### config.mk
export PLATFORM = sky130hd
export DESIGN_NAME = mrcm_cell
export DESIGN_NICKNAME = d
export VERILOG_FILES = /design/src/hdl/mrcm_pkg.sv /design/src/hdl/mrcm_ram.sv /design/src/hdl/mrcm_cell.sv
export SDC_FILE = /design/constraint.sdc
export NUM_CORES = 1
export LEC_CHECK = 0
export ABC_AREA = 0
export BUFFER_PORTS_ARGS = -buffer_cell sky130_fd_sc_hd__buf_4
export CORE_MARGIN = 2
export CORE_UTILIZATION = 40
export CTS_BUF_LIST = sky130_fd_sc_hd__clkbuf_2
export DETAILED_ROUTE_END_ITERATION = 8
export PLACE_DENSITY = 0.58
export REMOVE_ABC_BUFFERS = 1
export SLEW_MARGIN = 15
export SYNTH_ARGS = -nofsm -noshare
export SYNTH_HDL_FRONTEND = slang
export SYNTH_HIERARCHICAL = 1
export SYNTH_SLANG_ARGS = --single-unit
export TNS_END_PERCENT = 10
### constraint.sdc
create_clock -name clk -period 11 [get_ports clk]
set_input_delay 1.65 -clock clk [delete_from_list [all_inputs] [get_ports clk]]
set_output_delay 1.65 -clock clk [all_outputs]
set_load 0.05 [all_outputs]
### src/hdl/mrcm_pkg.sv
// Shared constants, codes and the row token type of the ring count map.
package mrcm_pkg;

    localparam int GRID_W_DEF      = 64;
    localparam int GRID_H_DEF      = 64;
    localparam int REACH_LIMIT_DEF = 15;

    localparam int FUNC_W  = 2;
    localparam int COORD_W = 6;
    localparam int REACH_W = 4;
    localparam int CFG_W   = 7;
    localparam int CFG_AW  = 1;
    localparam int COUNT_W = 8;
    localparam int ROW_W   = 8;   // row address carried by a token, grids up to 256 rows
    localparam int SPAN_W  = 7;
    localparam int POS_W   = 9;   // column and size compares, up to 256
    localparam int SWEEP_W = 7;   // up to 2*63 + 1 rows per ring

    localparam logic [CFG_W-1:0] MAP_SIZE_RST = 7'd64;

    localparam logic [CFG_AW-1:0] CFG_MAP_WIDTH  = 1'b0;
    localparam logic [CFG_AW-1:0] CFG_MAP_HEIGHT = 1'b1;

    typedef enum logic [FUNC_W-1:0] {
        FN_ADD   = 2'd0,
        FN_READ  = 2'd1,
        FN_CLEAR = 2'd2,
        FN_NONE  = 2'd3
    } func_t;

    typedef enum logic [1:0] {
        OP_NOP = 2'd0,
        OP_ADD = 2'd1,
        OP_CLR = 2'd2,
        OP_RD  = 2'd3
    } op_t;

    // One grid row of work, passed from cell to cell along the chain.
    typedef struct packed {
        op_t                op;
        logic               ret;       // closes an item: tail emits carry as its result
        logic [ROW_W-1:0]   row;
        logic [COORD_W-1:0] cx;
        logic               inc_ok;
        logic [SPAN_W-1:0]  inc_span;
        logic               dec_ok;
        logic [SPAN_W-1:0]  dec_span;
        logic [COUNT_W-1:0] carry;
    } token_t;

endpackage

### src/hdl/mrcm_ram.sv
// Generic single write port, single read port RAM with registered read data.
module mrcm_ram
    import mrcm_pkg::*;
#(
    parameter int WIDTH = COUNT_W,
    parameter int DEPTH = GRID_H_DEF,
    localparam int AW = (DEPTH > 1) ? $clog2(DEPTH) : 1
)
(
    input  logic             clk,
    input  logic             we,
    input  logic [AW-1:0]    waddr,
    input  logic [WIDTH-1:0] wdata,
    input  logic [AW-1:0]    raddr,
    output logic [WIDTH-1:0] rdata
);

    logic [WIDTH-1:0] mem [DEPTH];

    always_ff @(posedge clk)
    begin
        if (we)
        begin
            mem[waddr] <= wdata;
        end
        rdata <= mem[raddr];
    end

endmodule

### src/hdl/mrcm_cell.sv
// One grid column: its counter RAM and the per-row update, one chain stage.
module mrcm_cell
    import mrcm_pkg::*;
#(
    parameter int GRID_H = GRID_H_DEF,
    parameter int CELL_X = 0
)
(
    input  logic             clk,
    input  logic             rst_n,
    input  logic [POS_W-1:0] used_w,
    input  token_t           tok_in,
    output token_t           tok_out
);

    localparam int RA_W = (GRID_H > 1) ? $clog2(GRID_H) : 1;
    localparam logic [POS_W-1:0] X = POS_W'(CELL_X);

    token_t             tok_reg;
    logic [COUNT_W-1:0] rd_data;
    logic [COUNT_W-1:0] wr_data;
    logic               we;
    logic               col_ok;
    logic               up;
    logic               dn;
    logic [POS_W-1:0]   cx_w;
    logic [POS_W-1:0]   dx;

    always_ff @(posedge clk or negedge rst_n)
    begin
        if (!rst_n)
        begin
            tok_reg <= '0;
        end
        else
        begin
            tok_reg <= tok_in;
        end
    end

    always_comb
    begin
        cx_w   = POS_W'(tok_reg.cx);
        dx     = (cx_w > X) ? (cx_w - X) : (X - cx_w);
        col_ok = X < used_w;
        up     = col_ok && tok_reg.inc_ok && (dx <= POS_W'(tok_reg.inc_span));
        dn     = col_ok && tok_reg.dec_ok && (dx <= POS_W'(tok_reg.dec_span));
        we     = 1'b0;
        wr_data = rd_data + COUNT_W'(up) - COUNT_W'(dn);
        case (tok_reg.op)
            OP_ADD:
            begin
                we = up ^ dn;
            end
            OP_CLR:
            begin
                we      = 1'b1;
                wr_data = '0;
            end
            default:
            begin
                we = 1'b0;
            end
        endcase

        tok_out = tok_reg;
        if (tok_reg.op == OP_RD && cx_w == X)
        begin
            tok_out.carry = rd_data;
        end
    end

    // read address comes from the incoming token so data lines up with tok_reg
    mrcm_ram #(
        .WIDTH (COUNT_W),
        .DEPTH (GRID_H)
    ) u_ram (
        .clk   (clk),
        .we    (we),
        .waddr (tok_reg.row[RA_W-1:0]),
        .wdata (wr_data),
        .raddr (tok_in.row[RA_W-1:0]),
        .rdata (rd_data)
    );

endmodule

=== Yosys cells after proc, flatten, opt, wreduce, memory -nomap -nowiden ===
Memories as Yosys holds them, arrays and structs flattened. A register that Yosys moved wholly into a read port is not among the register bits.
Index checks and enable logic that the tools add are counted.

* Register bits after elaboration: 41
* Memory bits (writable): 512
* Input bits: 52
* Output and inout bits: 41
* Word-level logic and storage cells: 33
* Memories kept: 1

{| class="wikitable"
|+ Memory list
! memory !! depth !! bits a word !! rd ports !! clocked after memory_dff !! wr ports !! line !! RTL
|-
| u_ram.mem || 64 || 8 || 1 || 1 || 1 || mrcm_ram.sv:18 || <nowiki>logic [WIDTH-1:0] mem [DEPTH];</nowiki>
|}

* Add/subtract/negate cells: 3
* $lt $le $gt $ge: 4
* Equal/unequal tests: 3
* Mux-type cells: 6
* Bitwise gates (word level): 1
* Reduce and logical (&&, ||, !) cells: 6

{| class="wikitable"
|+ Operators by type and width
! cell !! count
|-
| $le A9 B7 Y1 || 2
|-
| $mux W8 || 2
|-
| $lt A1 B9 Y1 const A || 1
|-
| $mux W9 || 1
|-
| $add A8 B1 Y8 || 1
|-
| $sub A8 B1 Y8 || 1
|-
| $sub A1 B6 Y7 const A || 1
|-
| $gt A6 B1 Y1 const B || 1
|-
| $logic_not A6 Y1 || 1
|-
| $logic_and A1 B1 Y1 || 5
|-
| $eq A2 B2 Y1 const B || 2
|-
| $eq A2 B1 Y1 const B || 1
|-
| $mux W1 || 2
|-
| $pmux W1 S2 || 1
|-
| $xor A1 B1 Y1 || 1
|}

=== Depth between registers and ports, before layout ===
* Depth in word-level cells: 8
* Gate-level depth with buffers: 17
* Mapped depth without buffers: 17

=== Modules after synthesis ===
Netlist, hierarchy kept.

{| class="wikitable"
|+ Modules (own cells, without submodules)
! module !! times used !! cells an instance !! area an instance (um2) !! seq. area each (um2)
|-
| mrcm_ram || 1 || 940 || 20,166.8 || 15,534.9
|-
| mrcm_cell || 1 || 217 || 2,363.5 || 1,026.0
|}

=== Least setup slack after synthesis ===
OpenSTA, ideal clock, no wires.

* Path type: reg2reg
* From: register tok_reg, in the netlist tok_out[27]
* To: memory u_ram/mem[0][5] in the netlist's numbering, data pin
* Library setup time: 1.009 ns
* Arrival time: 7.380 ns
* Required time: 9.991 ns
* Path slack: 2.611 ns
* Stages on the path, launching flop included: 15
* Path buffers: 0
* Period minus slack after synthesis: 8.389 ns
* Cells stage by stage: dfrtp_1 or4_4 nor4_4 inv_2 ha_1 nor2b_1 a2111oi_0 o21a_1 o2111ai_1 ha_1 inv_1 ha_1 a211oi_1 o21bai_1 o311ai_0

* Word-level cells in the longest chain between the ends: 7
* Elaborated cells between the ends (all ways): 10
* Those cells by class: add/sub: 3; order compare: 3; mux: 2; reduce/logical: 2

{| class="wikitable"
|+ Ends and longest elaborated chain
! element !! line !! RTL
|-
| start, declared || mrcm_cell.sv:19 || <nowiki>token_t tok_reg;</nowiki>
|-
| start signal, assigned || mrcm_cell.sv:37 || <nowiki>tok_reg <= tok_in;</nowiki>
|-
| $sub A1 B6 Y7 / $gt A6 B1 Y1 (equally long branches) || mrcm_cell.sv:44 || <nowiki>dx = (cx_w > X) ? (cx_w - X) : (X - cx_w);</nowiki>
|-
| $mux W9 (*) || mrcm_cell.sv:44 ||
|-
| $le A9 B7 Y1 || mrcm_cell.sv:46 || <nowiki>up = col_ok && tok_reg.inc_ok && (dx <= POS_W'(tok_reg.inc_span));</nowiki>
|-
| $logic_and A1 B1 Y1 || mrcm_cell.sv:46 ||
|-
| $add A8 B1 Y8 || mrcm_cell.sv:49 || <nowiki>wr_data = rd_data + COUNT_W'(up) - COUNT_W'(dn);</nowiki>
|-
| $sub A8 B1 Y8 (*) || mrcm_cell.sv:49 ||
|-
| $mux W8 (*) || mrcm_cell.sv:50 || <nowiki>case (tok_reg.op)</nowiki>
|-
| net wr_data[5] || mrcm_cell.sv:21 || <nowiki>logic [COUNT_W-1:0] wr_data;</nowiki>
|-
| end, declared || mrcm_ram.sv:18 ||
|}

Mark *: on every way through the listed nets, which the timed path passes. The rest lies on a longest branch.

=== Worst setup path after layout ===
* From: register tok_reg, in the netlist tok_out[29]
* To: memory u_ram/mem[62][1] in the netlist's numbering, enable pin

* Word-level cells in the longest chain between the ends: 8
* Elaborated cells between the ends (all ways): 11
* Those cells by class: add/sub: 1; order compare: 3; mux: 4; bitwise: 1; reduce/logical: 2

{| class="wikitable"
|+ Ends and longest elaborated chain
! element !! line !! RTL
|-
| $sub A1 B6 Y7 / $gt A6 B1 Y1 (equally long branches) || mrcm_cell.sv:44 ||
|-
| $mux W9 (*) || mrcm_cell.sv:44 ||
|-
| $le A9 B7 Y1 (on tied branches) || mrcm_cell.sv:46, mrcm_cell.sv:47 ||
|-
| $logic_and A1 B1 Y1 (on tied branches) || mrcm_cell.sv:46, mrcm_cell.sv:47 ||
|-
| $xor A1 B1 Y1 (*) || mrcm_cell.sv:53 || <nowiki>we = up ^ dn;</nowiki>
|-
| $pmux W1 S2 (*) || mrcm_cell.sv:50 ||
|-
| net we || mrcm_cell.sv:22 || <nowiki>logic we;</nowiki>
|-
| $mux W1 (*) || mrcm_ram.sv:22 || <nowiki>if (we)</nowiki>
|-
| $mux W1 (implied by the code) (*) || mrcm_ram.sv:24 || <nowiki>mem[waddr] <= wdata;</nowiki>
|}

Marks and branches as above.

==> Implementation_results.wiki <==
{| class="wikitable"
! Metric !! Value
|-
| Run status || complete, no violations
|-
| Setup repair after global routing missed its margin || false
|-
| Synth Register Bits || 561
|-
| Worst rel slew slack || 38.92%
|-
| GRT met1 Usage || 25.43%
|-
| Most used flip-flop cell after synthesis || sky130_fd_sc_hd__edfxtp_1
|-
| Via-per-instance ratio || 5.341
|-
| Clock buffer count from CTS || 141
|-
| Power Total || 4540 uW
|-
| Post-cts gate resize count || 0
|-
| Sequential-to-total area share from yosys stat || 73.50%
|-
| Number of antenna violations at the first check in global routing || 1
|-
| GR Overflow Total || 0
|-
| Share of flip-flops with an asynchronous set or reset || 7.308%
|-
| Global Route met2 Usage || 29.12%
|-
| Mean Syn Cell Area || 19.47 sq um
|-
| Post-detailed-placement cell area || 0.02377 sq mm
|-
| Maximum clock frequency || 183.4 MHz
|-
| Setup_tns || 0 ns
|-
| I/O pin count || 93
|-
| Number of flip-flops in the largest register || 512
|-
| Library cell with the highest instance count after synthesis || sky130_fd_sc_hd__edfxtp_1
|-
| Sequential Area || 0.01656 sq mm
|-
| Area share of the leading cell type in the synthesized netlist || 68.24%
|-
| IR drop worst, VDD || 108.9 uV
|-
| Number of placement rows || 86
|-
| Count of TritonRoute iterations in the first routing pass || 7
|-
| Floorplan die height || 241.3 microns
|-
| Top reg by flops || u_ram/mem
|-
| Clock transition at path regs || 0.11 ns
|-
| Arrival @ worst endpoint || 6.27 ns
|-
| Static leakage || 0.008592 uW
|-
| Detail-routed net length per standard cell || 24.30 microns
|-
| Reported max-cap violation count || 0
|-
| Synth warn || 6
|-
| Nets@finish || 1403
|-
| Die Outline Area || 0.05824 sq mm
|-
| Footprint of the multi-input gates || 0.005334 sq mm
|-
| Category of the most critical setup path || flop to flop
|-
| GR Util met3 || 5.093%
|-
| Final Hold Fails || 0
|-
| Largest area contributor in the synthesized netlist || sky130_fd_sc_hd__edfxtp_1
|-
| Max FO, Critical Path || 8
|-
| Final slew viol count || 0
|-
| Most frequent cells after synthesis || sky130_fd_sc_hd__edfxtp_1, sky130_fd_sc_hd__mux4_2, sky130_fd_sc_hd__nor2_1, sky130_fd_sc_hd__buf_4, sky130_fd_sc_hd__dfrtp_1
|-
| Leading post-synthesis cells by cell area || sky130_fd_sc_hd__edfxtp_1, sky130_fd_sc_hd__mux4_2, sky130_fd_sc_hd__dfrtp_1, sky130_fd_sc_hd__ha_1, sky130_fd_sc_hd__nor2_1
|-
| Clock Tree Buf Depth || 3
|-
| Pin count of the biggest net entering global routing || 74
|-
| Routability Congestion || 0.7769
|-
| CTS tree || built
|-
| Synth unique cells || 62
|-
| Top Usage Layer GRT || met2
|-
| Vias after detailed routing || 11640
|-
| Global-route wire length before repair || 77950 microns
|-
| Core Box Area || 0.05542 sq mm
|-
| Category of the worst setup path capture point || flop
|-
| Final worst path period share || 49.58%
|-
| Mapped cell area || 0.02253 sq mm
|-
| Antenna-violating nets left || 0
|-
| Detailed-route wire length || 52950 microns
|-
| Share of final-layout standard cells stronger than drive strength 1 || 35.17%
|-
| Skew-Pair Late Insertion Delay || 1.26 ns
|-
| Starting DRT DRC Count || 955
|-
| Horizontal die dimension || 241.3 microns
|-
| DP Wirelength || 31350 microns
|-
| Gate Count Post-Synth || 1157
|-
| Sort of element at the start of the critical path || flop
|-
| Root buf cell || sky130_fd_sc_hd__clkbuf_2
|-
| Depth of the CTS H-tree || 4
|-
| Core Util, Final || 45.35%
|-
| Shortest period the worst path allows || 5.454 ns
|-
| Hold bufs inserted after CTS || 0
|-
| Pwr Density || 180.7 mW/mm^2
|-
| Post-synth EDFFs || 512
|-
| Endpoint required time on the critical path || 11.82 ns
|-
| Setup Buffers After CTS || 0
|-
| Layout area overhead || 11.54%
|-
| Number of design rule violations left after detail routing || 0
|-
| Worst-margin pin slew || 0.9128 ns
|-
| Via count of the first global-routing pass || 11950
|-
| Min-delay worst type || input pin to asynchronous set/reset pin
|-
| Clock Skews || 0.1018 ns
|-
| Total global routing track utilization || 18.69%
|-
| Number of inserted filler cells in the final layout || 4843
|-
| Final setup violation count || 0
|-
| IO Port Bufs || 92
|-
| Clock sink total || 561
|-
| Total non-filler cell area in the finished layout || 0.02513 sq mm
|-
| Initial core utilization || 40.66%
|}
placed cells by master, fill, tap and decap left out, drive strengths merged, types with 7 or more instances in the layout:
cell      n
edfxtp  512
clkbuf  216
mux4    126
buf     107
nor2     94
dfrtp    41
inv      30
ha       28
clkinv   27
nand2    25
mux2i    23
mux2     22
nor2b    20
nand3    16
o22ai    11
nand2b    9
nor3      9
o221ai    8
dfxtp     8
a211oi    8
a21oi     7
o21ai     7
per-layer routing:
metal	vias to the layer above	wire, microns
met5	-	0
met1	6109	22570
met4	0	1195
li1	5041	-
met2	400	25920
met3	87	3258
where the power goes:
part	internal, uW	total (uW)	switching (uW)
clock network	636	1460	822
logic	134	531	397
registers	2540	2550	15.0
total	3310	4540	1230
layout make-up:
cell class | count | area share, %
inverter | 28 | 0.4182
clock buffer | 215 | 4.282
antenna | 1 | 0.009958
multi-input combinational | 482 | 21.22
timing repair buffer | 108 | 3.301
tap | 748 | 3.724
clock inverter | 36 | 1.140
sequential | 561 | 65.90
metrics by stage:
step | setup slack (ns) | cells | hold slack [ns]
after floorplan | 2.326 | 1071 | 0.7079
after global placement | 5.654 | 1927 | 0.8910
after detailed placement | 5.599 | 1927 | 0.8729
after CTS | 5.566 | 2178 | 0.2116
after global routing | 5.188 | 2179 | 0.2599
final | 5.546 | 2179 | 0.4123
critical path: stages (launching register included):
cell,delay [ns]
sky130_fd_sc_hd__dfrtp_1,0.44
sky130_fd_sc_hd__or4_4,0.62
sky130_fd_sc_hd__nor4_4,0.29
sky130_fd_sc_hd__inv_2,0.10
sky130_fd_sc_hd__ha_1,0.31
sky130_fd_sc_hd__nor2b_1,0.05
sky130_fd_sc_hd__a2111oi_0,0.43
sky130_fd_sc_hd__a21oi_1,0.12
sky130_fd_sc_hd__and4b_1,0.26
sky130_fd_sc_hd__ha_1,0.23
sky130_fd_sc_hd__inv_1,0.08
sky130_fd_sc_hd__a21oi_1,0.07
sky130_fd_sc_hd__nor2_1,0.42
sky130_fd_sc_hd__nor2b_1,0.31
sky130_fd_sc_hd__nand3_1,0.52
sky130_fd_sc_hd__nor2_1,0.81
path summary, 6_finish.rpt:
check	end	start	slack, ns	cells past startpoint
max	u_ram/mem[62][1]	tok_out[29]	5.55	15
max in group asynchronous	tok_out[18]	rst_n	10.14	1
max reg2reg	u_ram/mem[62][1]	tok_out[29]	5.55	15
min	tok_out[35]	rst_n	0.41	1
min reg2reg	u_ram/mem[54][0]	u_ram/rdata[0]	0.90	2
min in group clk	tok_out[20]	tok_in[20]	0.54	1
logic make-up (layout without fill, tap and decap cells):
kind of cell,after synthesis,after routing,synth area share [%]
buf+inv,114,387,3.032
simple gates,198,198,4.298
other cells,0,1,0
flops,561,561,73.50
mux,171,171,14.72
xor+xnor,2,2,0.07776
compound gates,82,82,2.727
fa+ha+maj,29,29,1.644
No activity file was read; power rests on OpenSTA's default activity.
