**src/hdl/mrcm_pkg.sv**
```systemverilog
// Shared constants, codes and the row token type of the ring count map.
package mrcm_pkg;

    localparam int GRID_W_DEF      = 64;
    localparam int GRID_H_DEF      = 64;
    localparam int REACH_LIMIT_DEF = 15;

    localparam int FUNC_W  = 2;
    localparam int COORD_W = 6;
    localparam int REACH_W = 4;
    localparam int CFG_W   = 7;
    localparam int CFG_AW  = 1;
    localparam int COUNT_W = 8;
    localparam int ROW_W   = 8;   // row address carried by a token, grids up to 256 rows
    localparam int SPAN_W  = 7;
    localparam int POS_W   = 9;   // column and size compares, up to 256
    localparam int SWEEP_W = 7;   // up to 2*63 + 1 rows per ring

    localparam logic [CFG_W-1:0] MAP_SIZE_RST = 7'd64;

    localparam logic [CFG_AW-1:0] CFG_MAP_WIDTH  = 1'b0;
    localparam logic [CFG_AW-1:0] CFG_MAP_HEIGHT = 1'b1;

    typedef enum logic [FUNC_W-1:0] {
        FN_ADD   = 2'd0,
        FN_READ  = 2'd1,
        FN_CLEAR = 2'd2,
        FN_NONE  = 2'd3
    } func_t;

    typedef enum logic [1:0] {
        OP_NOP = 2'd0,
        OP_ADD = 2'd1,
        OP_CLR = 2'd2,
        OP_RD  = 2'd3
    } op_t;

    // One grid row of work, passed from cell to cell along the chain.
    typedef struct packed {
        op_t                op;
        logic               ret;       // closes an item: tail emits carry as its result
        logic [ROW_W-1:0]   row;
        logic [COORD_W-1:0] cx;
        logic               inc_ok;
        logic [SPAN_W-1:0]  inc_span;
        logic               dec_ok;
        logic [SPAN_W-1:0]  dec_span;
        logic [COUNT_W-1:0] carry;
    } token_t;

endpackage

```
**src/hdl/mrcm_seq.sv**
```systemverilog
// Item sequencer: turns each input item into row tokens at the head of the chain.
module mrcm_seq
    import mrcm_pkg::*;
#(
    parameter int GRID_H      = GRID_H_DEF,
    parameter int REACH_LIMIT = REACH_LIMIT_DEF
)
(
    input  logic               clk,
    input  logic               rst_n,
    input  logic               in_valid,
    output logic               in_stall,
    input  logic [FUNC_W-1:0]  func,
    input  logic [COORD_W-1:0] col,
    input  logic [COORD_W-1:0] row,
    input  logic [REACH_W-1:0] min_reach,
    input  logic [REACH_W-1:0] max_reach,
    input  logic [POS_W-1:0]   used_w,
    input  logic [POS_W-1:0]   used_h,
    input  logic               credit_full,
    output logic               acc,
    output token_t             head
);

    localparam logic [COORD_W-1:0] RANGE_C    = COORD_W'(REACH_LIMIT);
    localparam logic [SWEEP_W-1:0] SWEEP_LAST = SWEEP_W'(2 * REACH_LIMIT);
    localparam logic [ROW_W-1:0]   ROW_LAST   = ROW_W'(GRID_H - 1);

    typedef enum logic [4:0] {
        ST_INIT = 5'b00001,
        ST_IDLE = 5'b00010,
        ST_ADD  = 5'b00100,
        ST_CLR  = 5'b01000,
        ST_TAIL = 5'b10000
    } state_t;

    state_t             state_reg, state_next;
    logic [SWEEP_W-1:0] k_reg, k_next;
    logic [ROW_W-1:0]   rowc_reg, rowc_next;
    logic [COORD_W-1:0] cx_reg, cx_next;
    logic [COORD_W-1:0] cy_reg, cy_next;
    logic [COORD_W-1:0] rmax_reg, rmax_next;
    logic [COORD_W-1:0] rmin_reg, rmin_next;
    logic               tail_ret_reg, tail_ret_next;
    token_t             head_reg, head_next;

    logic [COORD_W-1:0] rmax_c;
    logic [COORD_W-1:0] rmin_c;
    logic               rd_hit;
    logic signed [7:0]  off;
    logic [COORD_W-1:0] dy;
    logic signed [9:0]  ysum;
    logic               row_ok;

    assign in_stall = (state_reg != ST_IDLE) || credit_full;
    assign acc      = in_valid && !in_stall;
    assign head     = head_reg;

    always_comb
    begin
        rmax_c = ({2'b0, max_reach} > RANGE_C) ? RANGE_C : {2'b0, max_reach};
        rmin_c = ({2'b0, min_reach} > RANGE_C) ? RANGE_C : {2'b0, min_reach};
        rd_hit = (POS_W'(col) < used_w) && (POS_W'(row) < used_h);

        // ring row offset from the centre runs -REACH_LIMIT .. +REACH_LIMIT
        off    = $signed({1'b0, k_reg}) - $signed({2'b0, RANGE_C});
        dy     = COORD_W'(off[7] ? -off : off);
        ysum   = $signed({4'b0, cy_reg}) + $signed({{2{off[7]}}, off});
        row_ok = !ysum[9] && (ysum[8:0] < used_h);
    end

    always_comb
    begin
        state_next    = state_reg;
        k_next        = k_reg;
        rowc_next     = rowc_reg;
        cx_next       = cx_reg;
        cy_next       = cy_reg;
        rmax_next     = rmax_reg;
        rmin_next     = rmin_reg;
        tail_ret_next = tail_ret_reg;
        head_next     = '0;

        unique case (state_reg)
            ST_INIT:
            begin
                head_next.op  = OP_CLR;
                head_next.row = rowc_reg;
                if (rowc_reg == ROW_LAST)
                begin
                    state_next    = ST_TAIL;
                    tail_ret_next = 1'b0;
                    rowc_next     = '0;
                end
                else
                begin
                    rowc_next = rowc_reg + 1'b1;
                end
            end
            ST_IDLE:
            begin
                if (acc)
                begin
                    unique case (func_t'(func))
                        FN_ADD:
                        begin
                            state_next = ST_ADD;
                            k_next     = '0;
                            cx_next    = col;
                            cy_next    = row;
                            rmax_next  = rmax_c;
                            rmin_next  = rmin_c;
                        end
                        FN_READ:
                        begin
                            head_next.ret = 1'b1;
                            if (rd_hit)
                            begin
                                head_next.op  = OP_RD;
                                head_next.row = ROW_W'(row);
                                head_next.cx  = col;
                            end
                        end
                        FN_CLEAR:
                        begin
                            state_next = ST_CLR;
                            rowc_next  = '0;
                        end
                        default:
                        begin
                            head_next.ret = 1'b1;
                        end
                    endcase
                end
            end
            ST_ADD:
            begin
                if (row_ok)
                begin
                    head_next.op       = OP_ADD;
                    head_next.row      = ysum[ROW_W-1:0];
                    head_next.cx       = cx_reg;
                    head_next.inc_ok   = dy <= rmax_reg;
                    head_next.inc_span = SPAN_W'(rmax_reg - dy);
                    // subtraction covers distances up to min_reach - 1
                    head_next.dec_ok   = dy < rmin_reg;
                    head_next.dec_span = SPAN_W'(rmin_reg - dy - 1'b1);
                end
                if (k_reg == SWEEP_LAST)
                begin
                    state_next    = ST_TAIL;
                    tail_ret_next = 1'b1;
                end
                else
                begin
                    k_next = k_reg + 1'b1;
                end
            end
            ST_CLR:
            begin
                head_next.op  = OP_CLR;
                head_next.row = rowc_reg;
                if (rowc_reg == ROW_LAST)
                begin
                    state_next    = ST_TAIL;
                    tail_ret_next = 1'b1;
                    rowc_next     = '0;
                end
                else
                begin
                    rowc_next = rowc_reg + 1'b1;
                end
            end
            ST_TAIL:
            begin
                // idle token: also keeps a gap before the next item touches the same row
                head_next.ret = tail_ret_reg;
                state_next    = ST_IDLE;
            end
            default:
            begin
                state_next = ST_IDLE;
            end
        endcase
    end

    always_ff @(posedge clk or negedge rst_n)
    begin
        if (!rst_n)
        begin
            state_reg    <= ST_INIT;
            k_reg        <= '0;
            rowc_reg     <= '0;
            tail_ret_reg <= 1'b0;
            head_reg     <= '0;
        end
        else
        begin
            state_reg    <= state_next;
            k_reg        <= k_next;
            rowc_reg     <= rowc_next;
            tail_ret_reg <= tail_ret_next;
            head_reg     <= head_next;
        end
    end

    always_ff @(posedge clk)
    begin
        cx_reg   <= cx_next;
        cy_reg   <= cy_next;
        rmax_reg <= rmax_next;
        rmin_reg <= rmin_next;
    end

endmodule

```
**config.mk**
```make
export PLATFORM = sky130hd
export DESIGN_NAME = mrcm_seq
export DESIGN_NICKNAME = d
export VERILOG_FILES = /design/src/hdl/mrcm_pkg.sv /design/src/hdl/mrcm_seq.sv
export SDC_FILE = /design/constraint.sdc
export NUM_CORES = 1
export LEC_CHECK = 0
export BUFFER_PORTS_ARGS = -buffer_cell sky130_fd_sc_hd__buf_2
export CELL_PAD_IN_SITES_DETAIL_PLACEMENT = 1
export CELL_PAD_IN_SITES_GLOBAL_PLACEMENT = 1
export CORE_UTILIZATION = 43
export CTS_BUF_LIST = sky130_fd_sc_hd__clkbuf_16
export CTS_CLUSTER_SIZE = 16
export DETAILED_ROUTE_END_ITERATION = 10
export GPL_ROUTABILITY_DRIVEN = 0
export PLACE_DENSITY_LB_ADDON = 0.1
export SLEW_MARGIN = 40
export SYNTH_ARGS = -nofsm -noshare
export SYNTH_HDL_FRONTEND = slang
export SYNTH_SLANG_ARGS = --single-unit
export TNS_END_PERCENT = 10
```
**constraint.sdc**
```tcl
create_clock -name clk -period 5.3 [get_ports clk]
set_clock_uncertainty 0.2 [all_clocks]
set_input_delay 0.53 -clock clk [delete_from_list [all_inputs] [get_ports clk]]
set_output_delay 0.53 -clock clk [all_outputs]
set_load 0.01 [all_outputs]
```
* Word-level counts from Yosys, hierarchy flattened
Cells that the tools add are included.
** Cells by class
- Add/sub/neg operators :: 8
- Magnitude comparators :: 5
- Equality and inequality tests :: 19
- Multiplexer cells :: 31
- Reduce and logical (&&, ||, !) cells :: 17
** Operators by type and width (count)
- 30-bit 2-to-1 mux :: 1
- 8-bit 2-to-1 mux :: 3
- 8-bit case mux with 3 select lines :: 1
- 7-bit 2-to-1 mux :: 3
- 6-bit by 9-bit less-than comparator with 1-bit output :: 2
- 17-bit 2-to-1 mux :: 1
- 16-bit 2-to-1 mux :: 1
- 8-bit case mux with 2 select lines :: 1
- 5-bit 2-to-1 mux :: 3
- 5-bit case mux with 3 select lines :: 1
- 14-bit 2-to-1 mux :: 1
- 7-bit case mux with 2 select lines :: 1
- 4-bit by 6-bit subtractor with 7-bit output :: 2
- 12-bit 2-to-1 mux :: 1
- 6-bit case mux with 2 select lines :: 1
- 4-bit AND reduction :: 3
- 2-bit != test (second input constant) :: 5
- 5-bit case mux with 2 select lines :: 1
- 7-bit by 8-bit adder with 9-bit output :: 1
- 9-bit less-than comparator :: 1
- 8-bit by 1-bit adder with 8-bit output (second input constant) :: 1
- 8-bit by 6-bit equality test with 1-bit output (second input constant) :: 1
- 7-bit by 4-bit subtractor with 8-bit output (second input constant) :: 1
- 7-bit by 1-bit adder with 7-bit output (second input constant) :: 1
- 29 further kinds :: 42
** Storage, ports and cells
- Register bits :: 74
- Output and inout port bits :: 43
- Logic and storage cells :: 96

* Depth between registers and ports, before layout
Gate-level depths: netlist of the first run.
- Word-level depth :: 7
- Depth in mapped cells :: 17
- Gate-level depth less buffers :: 15

* Worst setup path before layout of the first run
Ideal clock, no wire load.
- Path type :: reg2reg
- Start point :: register k_reg[0]
- End point :: register head_reg (netlist bit head[15])
- Setup time :: 0.087 ns
- Arrival :: 3.428 ns
- Required time :: 5.013 ns
- Setup slack :: 1.585 ns
- Stages on the path, launching flop included :: 15
- Cell sequence :: dfrtp_1 clkbuf_2 inv_1 ha_1 fa_1 nor2b_1 o2111ai_1 a31oi_2 nor2_1 ha_1 and4_1 a2111oi_4 o211a_4 nand2_1 a211oi_2
** RTL lines
- start: declaration :: RTL line mrcm_seq.sv:38 : logic [SWEEP_W-1:0] k_reg, k_next;
- start signal: assignment :: RTL line mrcm_seq.sv:200 : k_reg <= k_next;
- end signal: assignment :: RTL line mrcm_seq.sv:203 : head_reg <= head_next;
- end: declaration :: RTL line mrcm_seq.sv:45 : token_t head_reg, head_next;

==> impl_metrics.py, run 1 <==
metrics = {
    "status": {
        "outcome": "completed",
    },
    "sta": {
        "final-max-slew-violation-count": 0,
        "slew_headroom": 0.530,
        "fmax_mhz": 227,
        "finalCritPeriodShare": 0.829,
        "min_period_ns": 4.40,
        "holdWs_ns": 0.124,
        "tightest_slew_ns": 0.705,
        "finalSetupViolations": 0,
        "fin_setup_tns_ns": 0,
        "hold_violations": 0,
        "rsz0062_at_grt": "no",
        "fin_ws_ns": 0.904,
    },
    "final_layout": {
        "finish.instance_area_um2": 5200,
        "nets": 588,
        "syn_to_final_growth_pct": 18.9,
        "drive_gt1_frac": 0.235,
        "diodes": 0,
        "largest_register_ff_count": 33,
        "nFillCells": 1159,
    },
    "route": {
        "drt_iter0_markers": 91,
        "wirelength_mm": 11.0,
        "via_per_inst": 5.34,
        "num_vias": 3415,
        "ant_nets": 0,
        "firstDrtPassIters": 4,
        "post_drt_wl_per_cell_um": 17.2,
        "drcViolationCount": 0,
    },
    "power": {
        "power_mw": 1.30,
        "pwr-share-seq": 0.451,
        "p_switching_mw": 0.280,
        "p_leak_nw": 2.49,
        "power_density_nw_per_um2": 250,
        "switching_share": 0.216,
        "p_clk_frac": 0.505,
        "irDropWorstVdd_v": 0.000161,
        "combPwrFrac": 0.044,
        "power.internal_mw": 1.02,
    },
    "floorplanning": {
        "dieArea_um2": 10600,
        "dieHeight_um": 103,
        "initial_utilization": 0.446,
        "die_w_um": 103,
        "placementRows": 36,
        "core_area_um2": 9820,
        "io_pins": 87,
    },
    "synth": {
        "synth_top_area_frac": 0.303,
        "synth_top_cells_by_area": "dfrtp_1 (30%), edfxtp_1 (14%), ha_1 (11%), xnor2_1 (3.2%), inv_1 (2.9%)",
        "syn_area_um2": 4380,
        "postSynthCellCount": 419,
        "yosys_warnings": 0,
        "synth.distinct_cells": 64,
        "synth_top_area_cell": "dfrtp_1",
        "ys.flop_type": "dfrtp_1",
        "yosysMostFrequentCell": "dfrtp_1",
        "synth_edf_count": 20,
        "synthTopCellsByCount": "dfrtp_1 (53), ha_1 (40), inv_1 (34), nor2_1 (34), nand2_1 (26)",
        "async_reset_ff_frac": 0.730,
        "syn_avg_cell_area_um2": 10.5,
        "synth_seq_cells": 74,
        "ys_seq_area_frac": 0.446,
    },
    "placement": {
        "pre_cts_ws_ns": 0.916,
        "dpl_cell_area_um2": 4880,
        "portBuffers": 78,
        "dpl.hpwl_mm": 8.43,
    },
    "clocking": {
        "clock-root-buffer": "clkbuf_16",
        "post_cts_buffers": 0,
        "cts.htree.levels": 3,
        "clock_latency_ns": 0.35,
        "cts_buffer_depth": 2,
        "cts-buffers-inserted": 9,
        "ctsResizeCount": 0,
        "clkTransAtPathRegs_ns": 0.06,
        "clock_sinks": 74,
        "cts_tree": "done",
        "cts_hold_buf": 0,
    },
    "grt": {
        "gr-total-overflow": 0,
        "grt_pass1_vias": 3647,
        "grt_max_degree": 55,
        "antenna_found_initial": 0,
        "grtUsageTotal": 0.231,
        "grt_pass1_wl_mm": 18.0,
    },
    "job": {
        "cap_viol_max_count": 0,
    },
    "critical_path": {
        "path_cells": "ha_1, xor2_1, ha_1, nor2b_1, o2111ai_1, nand3_1, xnor2_1, ha_1, a211oi_1, nor2_1, a2111oi_4, o211a_4, nand2_1, a211oi_2",
        "crit_top_cell": "ha_1",
        "crit_family": "compound AO/OA/AOI/OAI gates",
        "criticalPathCategory": "reg2reg",
        "worst_setup_path_start_kind": "register",
        "cp_slowest_cell": "dfrtp_1",
        "required_ns": 5.36,
        "crit_path_end_kind": "register",
        "arrival_ns": 4.45,
        "cp_num_buf_inv": 0,
        "critPathMaxFanout": 16,
        "cpPeakStageDelay_ns": 0.55,
    },
    "hold_path": {
        "hold_path.class": "in2async",
    },
}
## layer usage
metal,part of all wire,vias up,track usage
li1,-,1634,-
met5,0,-,0
met3,0.043,14,0.0583
met2,0.49,76,0.393
met4,0.017,0,0.0878
met1,0.45,1691,0.282
## metrics by stage
stage               instances   util
floorplan                 426      -
global placement          620  0.494
detailed placement        622  0.497
CTS                       638  0.529
global route              639  0.530
finish                    639  0.530
## cell usage in the layout (no fill, tap or decap), types with 4 or more instances in the layout
cell       synthesis  layout
nor2b_1            8       8
and3_1             5       5
a21o_1             7       7
o21ai_0           24      24
a21oi_1           21      21
buf_2              5      78
dfrtp_1           53      53
nor3_1             6       5
clkbuf_16          0       9
ha_1              40      40
nand3_1           11      11
a22oi_1            5       5
inv_1             34      35
edfxtp_1          20      20
conb_1             1       8
a31oi_1            4       4
buf_4              8       5
nor2_1            34      34
xnor2_1           16      16
a22o_1            10      10
nand2b_1           4       4
xor2_1             7       7
nand2_1           26      26
and2_1             7       7
## worst paths after layout
path,from,endpoint,slack [ns],cells after the start
max,k_reg[0],head[15],0.90,14
min,rst_n,head[24],0.12,2
max reg2reg,k_reg[0],head[15],0.90,14
min reg2reg,cx_reg[3],head[27],0.28,1
max in group asynchronous,rst_n,k_reg[2],4.31,2
min in group clk,min_reach[2],rmin_reg[2],0.15,1
## cells by family (layout without fill, tap and decap cells)
family / after synthesis / count (layout) / synth area share
and+or+nand+nor: 120 / 120 / 0.146
AOI/OAI and AO/OA: 103 / 103 / 0.171
DFF: 74 / 74 / 0.446
buffers and inverters: 54 / 134 / 0.0600
adders and majority gates: 43 / 43 / 0.128
xor gates and xnor gates: 23 / 23 / 0.0460
other: 1 / 8 / 0.000856
muxes: 1 / 1 / 0.00229
## cell type report
type / instances / area [µm²] / area share
Multi-Input combinational cell: 298 / 2210 / 0.424
Sequential cell: 74 / 1950 / 0.375
Timing Repair Buffer: 83 / 428 / 0.0822
Clock buffer: 9 / 225 / 0.0433
Tap cell: 133 / 166 / 0.0320
Inverter: 35 / 131 / 0.0252
Clock inverter: 7 / 93.8 / 0.0180
## power groups by stage
stage	clock, mW	combinational, mW	sequential (mW)
floorplan	0	0.0255	0.597
global placement	0	0.0557	0.597
detailed placement	0	0.0576	0.597
CTS	0.669	0.0584	0.586
global route	0.691	0.0655	0.586
finish	0.657	0.0571	0.586
(Power assumes the default switching activity.)
==> inputs of run 2 (changes only) <==
==> constraint.sdc (replaced) <==
create_clock -name clk -period 4.1 [get_ports clk]
set_clock_uncertainty 0.2 [all_clocks]
set_input_delay 0.41 -clock clk [delete_from_list [all_inputs] [get_ports clk]]
set_output_delay 0.41 -clock clk [all_outputs]
set_load 0.01 [all_outputs]
==> impl_metrics.py, run 2 (synthesized netlist as in run 1, its figures left out) <==
metrics = {
    "floorplanning": {
        "placementRows": 36,
        "io_pins": 87,
        "core_area_um2": 9820,
        "dieArea_um2": 10600,
        "die_w_um": 103,
        "initial_utilization": 0.446,
        "dieHeight_um": 103,
    },
    "sta": {
        "finalSetupViolations": 0,
        "tightest_slew_ns": 0.631,
        "hold_violations": 0,
        "final-max-slew-violation-count": 0,
        "finalCritPeriodShare": 0.964,
        "fin_ws_ns": 0.148,
        "slew_headroom": 0.579,
        "min_period_ns": 3.95,
        "fmax_mhz": 253,
        "holdWs_ns": 0.0526,
    },
    "critical_path": {
        "arrival_ns": 4.00,
        "required_ns": 4.15,
        "rr_endpoint": "head[15]",
        "cp_slowest_cell": "a2111oi_4",
        "criticalPathCategory": "reg2reg",
        "path_cells": "buf_4, nand3_1, xor2_1, inv_1, ha_1, o21ai_0, o21bai_1, a21oi_1, xnor2_1, ha_1, and4_1, a2111oi_4, o211a_4, nand2_1, a211oi_2",
        "regToRegSetupSlack_ns": 0.15,
        "crit_path_end_kind": "register",
        "cpPeakStageDelay_ns": 0.46,
        "worst_r2r_startpoint": "k_reg[0]",
        "crit_top_cell": "ha_1",
        "worst_setup_path_start_kind": "register",
        "rr_worst_depth": 15,
        "critPathMaxFanout": 6,
    },
    "final_layout": {
        "drive_gt1_frac": 0.254,
        "diodes": 0,
        "finish.instance_area_um2": 5280,
        "utilization": 0.538,
        "largest_register_ff_count": 33,
        "syn_to_final_growth_pct": 20.6,
        "nets": 597,
        "layout_commonest_cell": "buf_2",
        "final_cell_mix": "buf_2 (78), dfrtp_1 (51), ha_1 (40), inv_1 (34), nor2_1 (34)",
    },
    "route": {
        "firstDrtPassIters": 4,
        "via_per_inst": 5.31,
        "ant_nets": 0,
        "post_drt_wl_per_cell_um": 17.4,
        "drcViolationCount": 0,
        "drt_iter0_markers": 82,
        "wirelength_mm": 11.3,
        "num_vias": 3439,
    },
    "hold_path": {
        "min-delay-start": "min_reach[0]",
        "hold_depth": 1,
        "hold_path.class": "in2reg",
        "holdPathEnd": "rmin_reg[0]",
    },
    "job": {
        "cap_viol_max_count": 0,
    },
    "clocking": {
        "clock_latency_ns": 0.33,
        "clkTransAtPathRegs_ns": 0.06,
        "cts_buffer_depth": 2,
        "clock-root-buffer": "clkbuf_16",
        "cts-buffers-inserted": 9,
        "clock_sinks": 74,
        "cts.htree.levels": 3,
        "cts_tree": "done",
    },
    "grt": {
        "gr-total-overflow": 0,
        "antenna_found_initial": 0,
        "grt_pass1_vias": 3591,
        "grt_pass1_wl_mm": 18.1,
        "grt_max_degree": 30,
        "grtUsageTotal": 0.229,
    },
    "status": {
        "outcome": "completed",
    },
    "placement": {
        "dpl.hpwl_mm": 8.51,
        "dpl_cell_area_um2": 4930,
        "pre_cts_ws_ns": 0.00783,
        "portBuffers": 78,
    },
    "power": {
        "irDropWorstVdd_v": 0.000154,
        "p_leak_nw": 2.55,
        "power_density_nw_per_um2": 307,
    },
}
[run 2: cell types whose count changed in the layout (fill, tap and decap cells not counted), sizes merged]
cell and delta:
buf +8, bufinv -1, clkinv +2, dlygate4sd3 +1
inv -1
[run 2: critical path: cells and delay by family, from the launching register on]
family | cells | cell delay, ns
AND/OR/NAND/NOR | 3 | 0.41
adder cells (fa/ha/maj) | 2 | 0.66
XOR/XNOR | 2 | 0.48
AO/OA/AOI/OAI | 6 | 1.38
buffers and inverters | 2 | 0.27
flip-flops | 1 | 0.45
[run 2: worst max path at each step]
stage,startpoint,endpoint
after floorplan,k_reg[0],head[15]
after global placement,k_reg[1],head[19]
after detailed placement,k_reg[1],head[18]
after CTS,k_reg[0],head[18]
after global routing,k_reg[0],head[15]
final,k_reg[0],head[15]
[run 2: cell type report]
type                            instances  area (µm²)
Inverter                               35         131
Tap cell                              133         166
Sequential cell                        74        1960
Fill cell                            1154        4540
Multi-Input combinational cell        298        2220
Clock inverter                          7        68.8
Timing Repair Buffer                   92         510
Clock buffer                            9         225
[run 2: where the power goes]
group	internal [mW]	switching [mW]
Sequential	0.758	0
Combinational	0.0293	0.0458
Clock	0.470	0.319
[run 2: repair_timing]
item / 4_1_cts / 5_1_grt
buffers inserted: 0 / 2
hold buffers: 1 / 0
hold endpoints to repair: 24 / 0
resized for setup: 0 / 5
endpoints found under the setup margin: 0 / 31
[run 2: routing by layer]
layer,global-route usage,wire length [µm]
met3,0.0359,427
met4,0.0758,211
met1,0.296,5080
met2,0.392,5580
met5,0,0
[run 2: stage by stage]
stage | instances | setup TNS, ns | power (mW)
6_report | 648 | 0 | 1.62
5_1_grt | 648 | -0.00702 | 1.67
2_1_floorplan | 426 | 0 | 0.805
3_3_place_gp | 628 | 0 | 0.844
3_5_place_dp | 628 | 0 | 0.847
4_1_cts | 645 | 0 | 1.64
